`src/sv/smwq_pkg.sv`:
```
package smwq_pkg;

    localparam int COUNT_W = 16;
    localparam int THREAD_W = 8;
    localparam int STATUS_W = 3;
    localparam int CFG_INDEX_W = 1;
    localparam int CFG_DATA_W = 16;

    localparam int QUEUE_DEPTH_DEFAULT = 16;
    localparam int ID_BITS_DEFAULT = 8;

    localparam logic [COUNT_W-1:0] COUNT_MAX = 16'hFFFF;
    localparam logic [COUNT_W-1:0] INITIAL_COUNT_RESET = 16'd1;
    localparam logic MUTEX_MODE_RESET = 1'b1;

    localparam logic OP_WAIT = 1'b0;
    localparam logic OP_SIGNAL = 1'b1;

    localparam logic [CFG_INDEX_W-1:0] CFG_INITIAL_COUNT = 1'd0;
    localparam logic [CFG_INDEX_W-1:0] CFG_MUTEX_MODE = 1'd1;

    localparam logic [STATUS_W-1:0] STATUS_GRANTED = 3'd0;
    localparam logic [STATUS_W-1:0] STATUS_QUEUED = 3'd1;
    localparam logic [STATUS_W-1:0] STATUS_INCREMENTED = 3'd2;
    localparam logic [STATUS_W-1:0] STATUS_WOKEN = 3'd3;
    localparam logic [STATUS_W-1:0] STATUS_FULL_DROPPED = 3'd4;
    localparam logic [STATUS_W-1:0] STATUS_SATURATED = 3'd5;

    typedef struct packed {
        logic                op;
        logic [THREAD_W-1:0] tid;
    } req_t;

    typedef struct packed {
        logic [STATUS_W-1:0] status;
        logic                woken_valid;
        logic [THREAD_W-1:0] woken_thread;
        logic                reacquire_error;
        logic                not_holder_error;
        logic [COUNT_W-1:0]  count_after;
    } res_t;

    typedef struct packed {
        logic                   we;
        logic [CFG_INDEX_W-1:0] index;
        logic [CFG_DATA_W-1:0]  data;
    } cfg_t;

endpackage

```
`src/sv/smwq_ram.sv`:
```
module smwq_ram #(
    parameter int WIDTH = 8,
    parameter int DEPTH = 16
) (
    input  logic                     clk,
    input  logic                     wr_en,
    input  logic [$clog2(DEPTH)-1:0] wr_addr,
    input  logic [WIDTH-1:0]         wr_data,
    input  logic [$clog2(DEPTH)-1:0] rd_addr,
    output logic [WIDTH-1:0]         rd_data
);

    logic [WIDTH-1:0] mem [DEPTH];
    logic [WIDTH-1:0] rd_data_reg;

    always_ff @(posedge clk)
    begin
        if (wr_en)
        begin
            mem[wr_addr] <= wr_data;
        end
        rd_data_reg <= mem[rd_addr];
    end

    assign rd_data = rd_data_reg;

endmodule

```
`src/sv/smwq_core.sv`:
```
module smwq_core #(
    parameter int QUEUE_DEPTH = 16,
    parameter int ID_BITS = 8
) (
    input  logic          clk,
    input  logic          rst_n,
    input  smwq_pkg::cfg_t cfg,
    input  logic          item_valid,
    input  smwq_pkg::req_t req,
    output smwq_pkg::res_t res
);
    import smwq_pkg::*;

    localparam int PTR_W = $clog2(QUEUE_DEPTH);
    localparam int USED_W = $clog2(QUEUE_DEPTH + 1);
    localparam int ID_W = (ID_BITS < THREAD_W) ? ID_BITS : THREAD_W;

    logic               mutex_mode_reg;
    logic [COUNT_W-1:0] count_reg, count_next;
    logic [PTR_W-1:0]   head_reg, head_next;
    logic [PTR_W-1:0]   tail_reg, tail_next;
    logic [USED_W-1:0]  used_reg, used_next;
    logic [ID_W-1:0]    holder_reg, holder_next;
    logic               holder_valid_reg, holder_valid_next;
    logic               byp_valid_reg;
    logic [ID_W-1:0]    byp_data_reg;

    logic [ID_W-1:0]  tid;
    logic [ID_W-1:0]  ram_rdata;
    logic [ID_W-1:0]  head_data;
    logic             push;
    logic             pop;
    logic             cfg_load;
    logic [PTR_W-1:0] head_inc;
    logic [PTR_W-1:0] tail_inc;

    assign tid = req.tid[ID_W-1:0];
    assign cfg_load = cfg.we && (cfg.index == CFG_INITIAL_COUNT);
    assign head_data = byp_valid_reg ? byp_data_reg : ram_rdata;
    assign head_inc = (head_reg == PTR_W'(QUEUE_DEPTH - 1)) ? '0 : head_reg + 1'b1;
    assign tail_inc = (tail_reg == PTR_W'(QUEUE_DEPTH - 1)) ? '0 : tail_reg + 1'b1;

    always_comb
    begin
        count_next = count_reg;
        head_next = head_reg;
        tail_next = tail_reg;
        used_next = used_reg;
        holder_next = holder_reg;
        holder_valid_next = holder_valid_reg;
        push = 1'b0;
        pop = 1'b0;
        res.status = STATUS_GRANTED;
        res.woken_valid = 1'b0;
        res.woken_thread = '0;
        res.reacquire_error = 1'b0;
        res.not_holder_error = 1'b0;

        if (req.op == OP_WAIT)
        begin
            res.reacquire_error = mutex_mode_reg && holder_valid_reg && (holder_reg == tid);
            if (count_reg != '0)
            begin
                count_next = count_reg - 1'b1;
                res.status = STATUS_GRANTED;
                if (mutex_mode_reg)
                begin
                    holder_next = tid;
                    holder_valid_next = 1'b1;
                end
            end
            else if (used_reg == USED_W'(QUEUE_DEPTH))
            begin
                res.status = STATUS_FULL_DROPPED;
            end
            else
            begin
                push = 1'b1;
                tail_next = tail_inc;
                used_next = used_reg + 1'b1;
                res.status = STATUS_QUEUED;
            end
        end
        else
        begin
            if (mutex_mode_reg)
            begin
                res.not_holder_error = !holder_valid_reg || (holder_reg != tid);
                holder_next = '0;
                holder_valid_next = 1'b0;
            end
            if (used_reg == '0)
            begin
                if (count_reg == COUNT_MAX)
                begin
                    res.status = STATUS_SATURATED;
                end
                else
                begin
                    count_next = count_reg + 1'b1;
                    res.status = STATUS_INCREMENTED;
                end
            end
            else
            begin
                pop = 1'b1;
                head_next = head_inc;
                used_next = used_reg - 1'b1;
                res.status = STATUS_WOKEN;
                res.woken_valid = 1'b1;
                res.woken_thread = THREAD_W'(head_data);
                if (mutex_mode_reg)
                begin
                    holder_next = head_data;
                    holder_valid_next = 1'b1;
                end
            end
        end
        res.count_after = count_next;

        if (!item_valid)
        begin
            count_next = count_reg;
            head_next = head_reg;
            tail_next = tail_reg;
            used_next = used_reg;
            holder_next = holder_reg;
            holder_valid_next = holder_valid_reg;
            push = 1'b0;
            pop = 1'b0;
        end

        if (cfg_load)
        begin
            count_next = cfg.data[COUNT_W-1:0];
            head_next = '0;
            tail_next = '0;
            used_next = '0;
            holder_next = '0;
            holder_valid_next = 1'b0;
            push = 1'b0;
            pop = 1'b0;
        end
    end

    always_ff @(posedge clk or negedge rst_n)
    begin
        if (!rst_n)
        begin
            mutex_mode_reg <= MUTEX_MODE_RESET;
            count_reg <= INITIAL_COUNT_RESET;
            head_reg <= '0;
            tail_reg <= '0;
            used_reg <= '0;
            holder_reg <= '0;
            holder_valid_reg <= 1'b0;
            byp_valid_reg <= 1'b0;
        end
        else
        begin
            if (cfg.we && (cfg.index == CFG_MUTEX_MODE))
            begin
                mutex_mode_reg <= cfg.data[0];
            end
            count_reg <= count_next;
            head_reg <= head_next;
            tail_reg <= tail_next;
            used_reg <= used_next;
            holder_reg <= holder_next;
            holder_valid_reg <= holder_valid_next;
            byp_valid_reg <= push && (tail_reg == head_next);
        end
    end

    always_ff @(posedge clk)
    begin
        byp_data_reg <= tid;
    end

    smwq_ram #(
        .WIDTH (ID_W),
        .DEPTH (QUEUE_DEPTH)
    ) u_waiter_ram (
        .clk     (clk),
        .wr_en   (push),
        .wr_addr (tail_reg),
        .wr_data (tid),
        .rd_addr (head_next),
        .rd_data (ram_rdata)
    );

    // The queue never holds more entries than it has slots.
    assert property (@(posedge clk) disable iff (!rst_n)
        used_reg <= USED_W'(QUEUE_DEPTH))
        else $error("waiter queue overfilled");

    // An empty queue has its read and write pointers together.
    assert property (@(posedge clk) disable iff (!rst_n)
        (used_reg == '0) |-> (head_reg == tail_reg))
        else $error("empty queue with split pointers");

    // A grant takes exactly one unit from the count.
    assert property (@(posedge clk) disable iff (!rst_n)
        (item_valid && !cfg_load && (res.status == STATUS_GRANTED))
        |=> (count_reg == $past(count_reg) - 1'b1))
        else $error("grant did not consume one unit");

    // A woken waiter leaves the queue one entry shorter.
    assert property (@(posedge clk) disable iff (!rst_n)
        (item_valid && !cfg_load && res.woken_valid)
        |=> (used_reg == $past(used_reg) - 1'b1))
        else $error("wake did not pop the queue");

endmodule

```
`src/sv/semaphore_mutex_wait_queue.sv`:
```
// Channel   Handshake              Fields
// command   start, busy            opcode, thread_id
// result    done (one-cycle)       status, woken_valid, woken_thread,
//                                  reacquire_error, not_holder_error, count_after
// config    cfg_we                 cfg_index, cfg_data
//
// A command is taken at every edge where start is high; busy stays low.
// Its result passes through the input register and the result register, which sit
// around the count, queue and holder update, and is then on the ports with done;
// the receiver takes it at the edge where done is high. One result per cycle.
// The waiter memory is read ahead at the next head.
// Reset loads the count with 1, empties the queue and clears the holder.
// The receiver cannot stall, so no result is ever held back.
module semaphore_mutex_wait_queue #(
    parameter int QUEUE_DEPTH = smwq_pkg::QUEUE_DEPTH_DEFAULT,
    parameter int ID_BITS = smwq_pkg::ID_BITS_DEFAULT
) (
    input  logic                             clk,
    input  logic                             rst_n,
    input  logic                             start,
    output logic                             busy,
    input  logic                             opcode,
    input  logic [smwq_pkg::THREAD_W-1:0]    thread_id,
    output logic                             done,
    output logic [smwq_pkg::STATUS_W-1:0]    status,
    output logic                             woken_valid,
    output logic [smwq_pkg::THREAD_W-1:0]    woken_thread,
    output logic                             reacquire_error,
    output logic                             not_holder_error,
    output logic [smwq_pkg::COUNT_W-1:0]     count_after,
    input  logic                             cfg_we,
    input  logic [smwq_pkg::CFG_INDEX_W-1:0] cfg_index,
    input  logic [smwq_pkg::CFG_DATA_W-1:0]  cfg_data
);
    import smwq_pkg::*;

    logic item_valid_reg;
    req_t item_req_reg;
    logic done_reg;
    res_t res_reg;
    res_t res;
    cfg_t cfg;

    assign busy = 1'b0;
    assign cfg.we = cfg_we;
    assign cfg.index = cfg_index;
    assign cfg.data = cfg_data;

    always_ff @(posedge clk or negedge rst_n)
    begin
        if (!rst_n)
        begin
            item_valid_reg <= 1'b0;
            done_reg <= 1'b0;
        end
        else
        begin
            item_valid_reg <= start && !busy;
            done_reg <= item_valid_reg;
        end
    end

    always_ff @(posedge clk)
    begin
        item_req_reg.op <= opcode;
        item_req_reg.tid <= thread_id;
        res_reg <= res;
    end

    smwq_core #(
        .QUEUE_DEPTH (QUEUE_DEPTH),
        .ID_BITS     (ID_BITS)
    ) u_core (
        .clk        (clk),
        .rst_n      (rst_n),
        .cfg        (cfg),
        .item_valid (item_valid_reg),
        .req        (item_req_reg),
        .res        (res)
    );

    assign done = done_reg;
    assign status = res_reg.status;
    assign woken_valid = res_reg.woken_valid;
    assign woken_thread = res_reg.woken_thread;
    assign reacquire_error = res_reg.reacquire_error;
    assign not_holder_error = res_reg.not_holder_error;
    assign count_after = res_reg.count_after;

endmodule
```
`config.mk`:
```
export PLATFORM = sky130hd
export DESIGN_NAME = semaphore_mutex_wait_queue
export DESIGN_NICKNAME = d
export VERILOG_FILES = /design/src/sv/smwq_pkg.sv /design/src/sv/smwq_ram.sv /design/src/sv/smwq_core.sv /design/src/sv/semaphore_mutex_wait_queue.sv
export SDC_FILE = /design/constraint.sdc
export NUM_CORES = 1
export LEC_CHECK = 0
export BUFFER_PORTS_ARGS = -buffer_cell sky130_fd_sc_hd__clkbuf_2
export CAP_MARGIN = 25
export CORE_MARGIN = 2
export CORE_UTILIZATION = 40
export CTS_CLUSTER_SIZE = 14
export DETAILED_ROUTE_END_ITERATION = 8
export GPL_TIMING_DRIVEN = 0
export PLACE_DENSITY = 0.59
export SYNTH_ARGS = -nofsm -noshare
export SYNTH_HDL_FRONTEND = slang
export SYNTH_SLANG_ARGS = --single-unit
```
`constraint.sdc`:
```
create_clock -name clk -period 4.33 [get_ports clk]
set_clock_uncertainty 0.2 [all_clocks]
set_input_delay 0.433 -clock clk [delete_from_list [all_inputs] [get_ports clk]]
set_output_delay 0.433 -clock clk [all_outputs]
set_load 0.05 [all_outputs]
```
# Word-level counts from Yosys, hierarchy flattened

Memories as Yosys holds them, arrays and structs flattened. A register that Yosys moved wholly into a read port is not among the register bits.
Index checks and enable logic that the tools add are counted.

Add/sub/neg operators: 6
Multipliers: 0
Divide/modulo/power cells: 0
Magnitude comparators: 0
Equality and inequality tests: 13
Shifts and indexed selects: 0
Muxes and demuxes: 53
Bitwise logic cells: 2
Reductions and logical operators: 17

Operators by type and width:

| kind                    | count |
|---|---|
| $mux W16                | 6 |
| $mux W8                 | 9 |
| $mux W4                 | 11 |
| $mux W5                 | 6 |
| $add A16 B1 Y16 const B | 1 |
| $eq A16 B16 Y1 const B  | 1 |
| $reduce_bool A16 Y1     | 1 |
| $sub A16 B1 Y16 const B | 1 |
| $mux W1                 | 15 |
| $mux W3                 | 5 |
| $mux W9                 | 1 |
| $ne A3 B2 Y1 const B    | 3 |
| $add A4 B1 Y4 const B   | 2 |
| $eq A4 B4 Y1 const B    | 2 |
| $eq A8 B8 Y1            | 1 |
| $ne A8 B8 Y1            | 1 |
| $reduce_and A4 Y1       | 2 |
| $ne A2 B1 Y1 const B    | 3 |
| $reduce_bool A3 Y1      | 2 |
| $add A5 B1 Y5 const B   | 1 |
| $eq A5 B5 Y1 const B    | 1 |
| $logic_and A1 B1 Y1     | 5 |
| $logic_not A5 Y1        | 1 |
| $sub A5 B1 Y5 const B   | 1 |
| 8 further kinds         | 9 |

Flip-flop bits (word level): 89
Bits in latches: 0
RAM bits: 128
Bits in read-only memories: 0
Word-level logic and storage cells: 111
Memories kept: 1

Memories:

| name                    | depth | bits a word | rd ports | clocked after memory_dff | wr ports | line           | RTL |
|---|---|---|---|---|---|---|---|
| u_core.u_waiter_ram.mem | 16    | 8           | 1        | 1                        | 1        | smwq_ram.sv:13 | `logic [WIDTH-1:0] mem [DEPTH];` |

# Logic depth before layout (Yosys ltp)

Word-level depth: 8
Mapped depth: 11
Mapped depth without buffers: 9

# By module

Synthesis repeated with hierarchy kept, for this count alone.

Cells, all modules: 682
Area total of the unflattened synthesis: 9,452.8 sq um

By module, submodules not included:

| module                     | instances | cells an instance | area each (sq um) | sequential area each (sq um) |
|---|---|---|---|---|
| smwq_ram                   | 1         | 229               | 5,147.4           | 4,003.8 |
| smwq_core                  | 1         | 410               | 3,463.3           | 1,163.6 |
| semaphore_mutex_wait_queue | 1         | 43                | 842.1             | 830.8 |

# Worst setup path after synthesis

OpenSTA, ideal clock, no wires.

Kind: reg2reg
Start: reg u_core.count_reg[4]
End: mem u_core.u_waiter_ram.mem[0][0] (enable)
Library setup time: 383 ps
Arrival time: 2,556 ps
Required time: 3,747 ps
Setup slack: 1,191 ps
Stages on the path, launching flop included: 9
Period minus slack after synthesis: 3,139 ps
Cells stage by stage: dfrtp_1 > buf_2 > or3_1 > or3_4 > nor2_4 > nand3_2 > nor2_1 > nand2_1 > nor3_1

Longest elaborated chain between the ends: 7

RTL lines:

| what                          | line             | RTL |
|---|---|---|
| from (decl)                   | smwq_core.sv:19  | `logic [COUNT_W-1:0] count_reg, count_next;` |
| from (signal assigned)        | smwq_core.sv:165 | `count_reg <= count_next;` |
| $reduce_bool A16 Y1           | smwq_core.sv:62  | `if (count_reg != '0)` |
| $mux W1                       | smwq_core.sv:62  |  |
| $mux W1                       | smwq_core.sv:59  | `if (req.op == OP_WAIT)` |
| $mux W1                       | smwq_core.sv:121 | `if (!item_valid)` |
| $mux W1                       | smwq_core.sv:133 | `if (cfg_load)` |
| $mux W1                       | smwq_ram.sv:18   | `if (wr_en)` |
| $mux W1 (not written as such) | smwq_ram.sv:20   | `mem[wr_addr] <= wr_data;` |
| to (decl)                     | smwq_ram.sv:13   |  |

Every way passes these cells.

# Worst setup path after layout

Start: reg u_core.count_reg[4]
End: mem u_core.u_waiter_ram.mem[2][6] (enable)

Same word-level chain as after synthesis.

==> summary by stage <==
Power and ir drop
The cell-internal power is ~0.0045 W. Net switching is 32.7% of the power. The static leakage power is around 4.5 nW. The fraction of power consumed by sequential logic is 39.8%.

The part of the power in combinational logic is 27.4%. The clock network burns 32.7% of the power. IR analysis of the VDD net gives a maximum drop of 0.321 mV.

Summed over all nets, the switching power comes to 0.00216 W. The total power density per cell area is 577 mW/mm^2.

Critical path
The delay of the slowest critical-path stage is 0.66 ns. The critical-path cell with the highest stage delay is sky130_fd_sc_hd__nor3_1. Data on the critical path arrives at its endpoint at 3.79 ns.

STA classifies the critical path endpoint as a register. The critical path goes through buf_2 -> or3_1 -> or3_4 -> nor2_4 -> nand3_2 -> nor2_1 -> nand2_1 -> nor3_1 -> buf_4. Together, buffers and inverters on the worst path number 2. Among cell families on the critical path, the largest total delay comes from simple AND/OR/NAND/NOR gates. The maximum net fanout on the critical path is 8. Data on the critical path is required at its endpoint by 4.37 ns. The worst setup path is launched from a register. The critical path is of the register to register type.

Job
The max-capacitance violation count is 0.

Synthesis
The synthesized design contains 128 enable-type register cells. Summing the areas of all fa, ha and maj instances in the mapped netlist gives 1.64% of the synthesized area. The synthesized netlist contains 75 unique library cells.

The share of the Yosys chip area taken by registers is 62.3%. The portion of synthesized area spent on multiplexers is under 10%. Summing every instance area after synthesis gives 0.00962 sq mm. The fraction of the mapped netlist area in simple logic gates is 11.1%. Synthesis inferred 225 register bits.

The number of standard cells after synthesis is 776. The largest area contributor in the synthesized netlist is sky130_fd_sc_hd__edfxtp_1. The area fraction of the dominant cell type after synthesis is around two fifths. The share of synthesized registers carrying an async set or reset is between 10% and 20%. Of the total synthesized cell area, the portion taken by XOR and XNOR cells is between 4 and 5%. The number of nets in the synthesized netlist is 818. The flip-flop cell with the highest count after synthesis is sky130_fd_sc_hd__edfxtp_1. After synthesis, the cell types taking the most area are sky130_fd_sc_hd__edfxtp_1 (40%), sky130_fd_sc_hd__dfxtp_1 (11%), sky130_fd_sc_hd__dfrtp_1 (10%).

The synthesized netlist devotes roughly a tenth of its cell area to compound gates. The dominant combinational cell family by area after synthesis is simple AND/OR/NAND/NOR gates. The average cell area after synthesis is 12.4 sq um. The warning count from the yosys run is 0.

Layout
The area growth from synthesis to layout is 19.4%. 0 antenna diodes ended up in the layout. In the final design database the tool counted 938 nets. The area of the multi-input gates is between 0.003 and 0.004 sq mm. The filler cell count in the final layout is between 2000 and 2500. The fraction of layout instances using a drive strength above 1 is between 15 and 20%.

The number of flip-flops in the largest register is 128. The area occupied by registers is 0.00600 sq mm.

Place
Buffers placed on the I/O ports in this run total 60. The setup slack after placement is 0.547 ns. The final weighted congestion of routability-driven global placement is 0.823. Detailed placement finished with a half-perimeter wire length of 15000 um.

Floorplanning
The floorplan step defined a die boundary enclosing about 0.025 sq mm. The number of rows in the core area is 56. The die boundary width is around 160 um. The initial standard-cell utilization of the core is 40.9%. The I/O pin count is between 60 and 70. The area of the placeable core is approximately 0.024 sq mm. Measured along the y axis, the die boundary spans 159 um.

Routing
The number of DRC markers in iteration 0 is 419. For this run, design rule violations remaining after detail routing come to 0. The final layout contains routed wiring with a total length of 22100 um. In this run the remaining antenna-violating nets after routing total 0. The wire length per cell after detailed routing is 17.9 um. Dividing the detail-routed via count by the number of cells gives slightly above 5. The first detailed-routing pass ran for 4 iterations.

The total vias in the final route is 6329.

Global routing
Entering global routing, the biggest net connects 25 pins. The wire length of the first global-routing pass is between 30000 and 40000 um. Global routing consumed, over all layers together, between 15 and 20% of the routing resources. The via count of the first global-routing pass was 6304. The residual overflow from global routing is 0. The number of antenna violations at the first check in global routing is 0.

CTS
The clock passes through at most 3 buffers. Clock-pin slew was measured on the worst setup and hold paths at 0.06 ns. TritonCTS built the clock tree. Clock tree synthesis inserted a total of 25 buffers. The CTS root buffer is sky130_fd_sc_hd__clkbuf_16. The sink count of the clock tree is around 230.

The number of gates resized after CTS was 0. The worst-skew pair later-pin latency is 0.53 ns. The total number of H-tree levels is 1.

Timing
The minimum setup slack in the final design is between 0.5 and 0.6 ns. The worst pin sits at a relative slew slack of 25.6%. The number of pins with negative max-slew slack in the final report is 0.

Setup total negative slack on the finished layout was measured at 0 ns. The count of endpoints failing hold in the final timing report is 0. After layout, the minimum clock period comes to 3.75 ns. Dividing the final minimum period by the clock period gives 86.6%. The number of failing setup endpoints in the final timing report is 0. Setup repair after global routing left no endpoint under its margin. For the pin with the worst max-slew slack, the measured transition is 1.10 ns. The final worst hold slack is 0.0216 ns. The maximum frequency from static timing analysis is 267 MHz.

Run status
The run finished with clean final reports.

Min path
The path class of the tightest hold or removal check is input port to register.
-- logic make-up after synthesis --
kind of cell / Yosys count
flops: 225
other cells: 1
mux: 65
compound gates: 136
buf+inv: 59
xor+xnor: 46
fa+ha+maj: 12
simple gates: 232
-- worst paths after layout --
check | depth (start not counted) | slack, ns | end | start
min in group asynchronous | 2 | 0.23 | u_core.head_reg[3] | rst_n
worst min-delay path | 4 | 0.02 | u_core.count_reg[1] | cfg_data[1]
worst min register to register | 0 | 0.22 | done | item_valid_reg
worst max-delay path | 9 | 0.58 | u_core.u_waiter_ram.mem[2][6] | u_core.count_reg[4]
worst max register to register | 9 | 0.58 | u_core.u_waiter_ram.mem[2][6] | u_core.count_reg[4]
max in group asynchronous | 3 | 3.09 | u_core.count_reg[0] | rst_n
-- tightest hold or removal path, delay by kind of cell --
family | cells | cell delay [ns]
compound gates | 2 | 0.16
buf+inv | 1 | 0.08
simple gates | 1 | 0.05
-- Yosys cell counts (all sizes together) (2+ instances only) --
library cell and n:
o311ai 2, ha 11, mux2 10, or3 3, o2bb2ai 11, and4 2, or4 4, edfxtp 128
xor2 18, a21oi 17, nor3 15, a41oi 2, and3 4, dfstp 2, nor2b 7, nor4 7
mux2i 55, nand3 15, a22o 9, o31ai 4, a22oi 9, and2 4, buf 19, nand4 4
nand2b 6, nor2 90, a2111oi 2, a32o 8, xnor2 28, o22ai 3, a21o 3, nand2 65
o221ai 8, clkbuf 21, dfxtp 55, inv 18, o21ai 35, dfrtp 40, nor3b 2, a211oi 9
-- per-layer routing --
metal  global-route usage, %  part of all wire, %  vias up
li1                        -                    -     3080
met1                    25.9                   50     3082
met3                    2.60                  4.3       34
met4                    4.92                  2.1        0
met2                    27.2                   44      133
met5                       0                    0        -
-- layout by cell type (no fill, tap or decap), types with 25 or more instances in the layout --
| master | instances |
|---|---|
| sky130_fd_sc_hd__nor2_1 | 89 |
| sky130_fd_sc_hd__edfxtp_1 | 128 |
| sky130_fd_sc_hd__dfrtp_1 | 40 |
| sky130_fd_sc_hd__nand2_1 | 65 |
| sky130_fd_sc_hd__dlygate4sd3_1 | 26 |
| sky130_fd_sc_hd__dfxtp_1 | 55 |
| sky130_fd_sc_hd__xnor2_1 | 28 |
| sky130_fd_sc_hd__clkbuf_2 | 61 |
| sky130_fd_sc_hd__o21ai_0 | 32 |
| sky130_fd_sc_hd__clkbuf_16 | 25 |
| sky130_fd_sc_hd__mux2i_1 | 54 |
-- layout make-up --
class	instances	area share, %
sequential	225	52.2
multi-input combinational	492	29.0
clock buffer	30	5.70
timing repair buffer	93	5.38
tap	319	3.48
buffer	40	1.92
clock inverter	16	1.67
inverter	19	0.621
-- power by group through the flow --
stage,Combinational [W],Sequential (W),Clock [W]
floorplan,0.00104,0.00296,0
global placement,0.00178,0.00268,0
detailed placement,0.00180,0.00268,0
CTS,0.00182,0.00264,0.00222
global route,0.00198,0.00267,0.00229
finish,0.00182,0.00264,0.00217
-- per-stage QoR --
step | area (sq um) | power (W) | utilization, % | std cells
2_1_floorplan | 9620 | 0.00400 | - | 776
3_3_place_gp | 10300 | 0.00446 | 43.8 | 1155
3_5_place_dp | 10400 | 0.00448 | 44.1 | 1162
4_1_cts | 11500 | 0.00668 | 48.8 | 1234
5_1_grt | 11500 | 0.00693 | 48.8 | 1234
6_report | 11500 | 0.00662 | 48.8 | 1234
-- what timing repair did --
item / in CTS / in global routing
endpoints found under the hold margin: 44 / 0
buffers inserted: 0 / 0
hold buffers: 26 / 0
No activity file was read; power rests on OpenSTA's default activity.
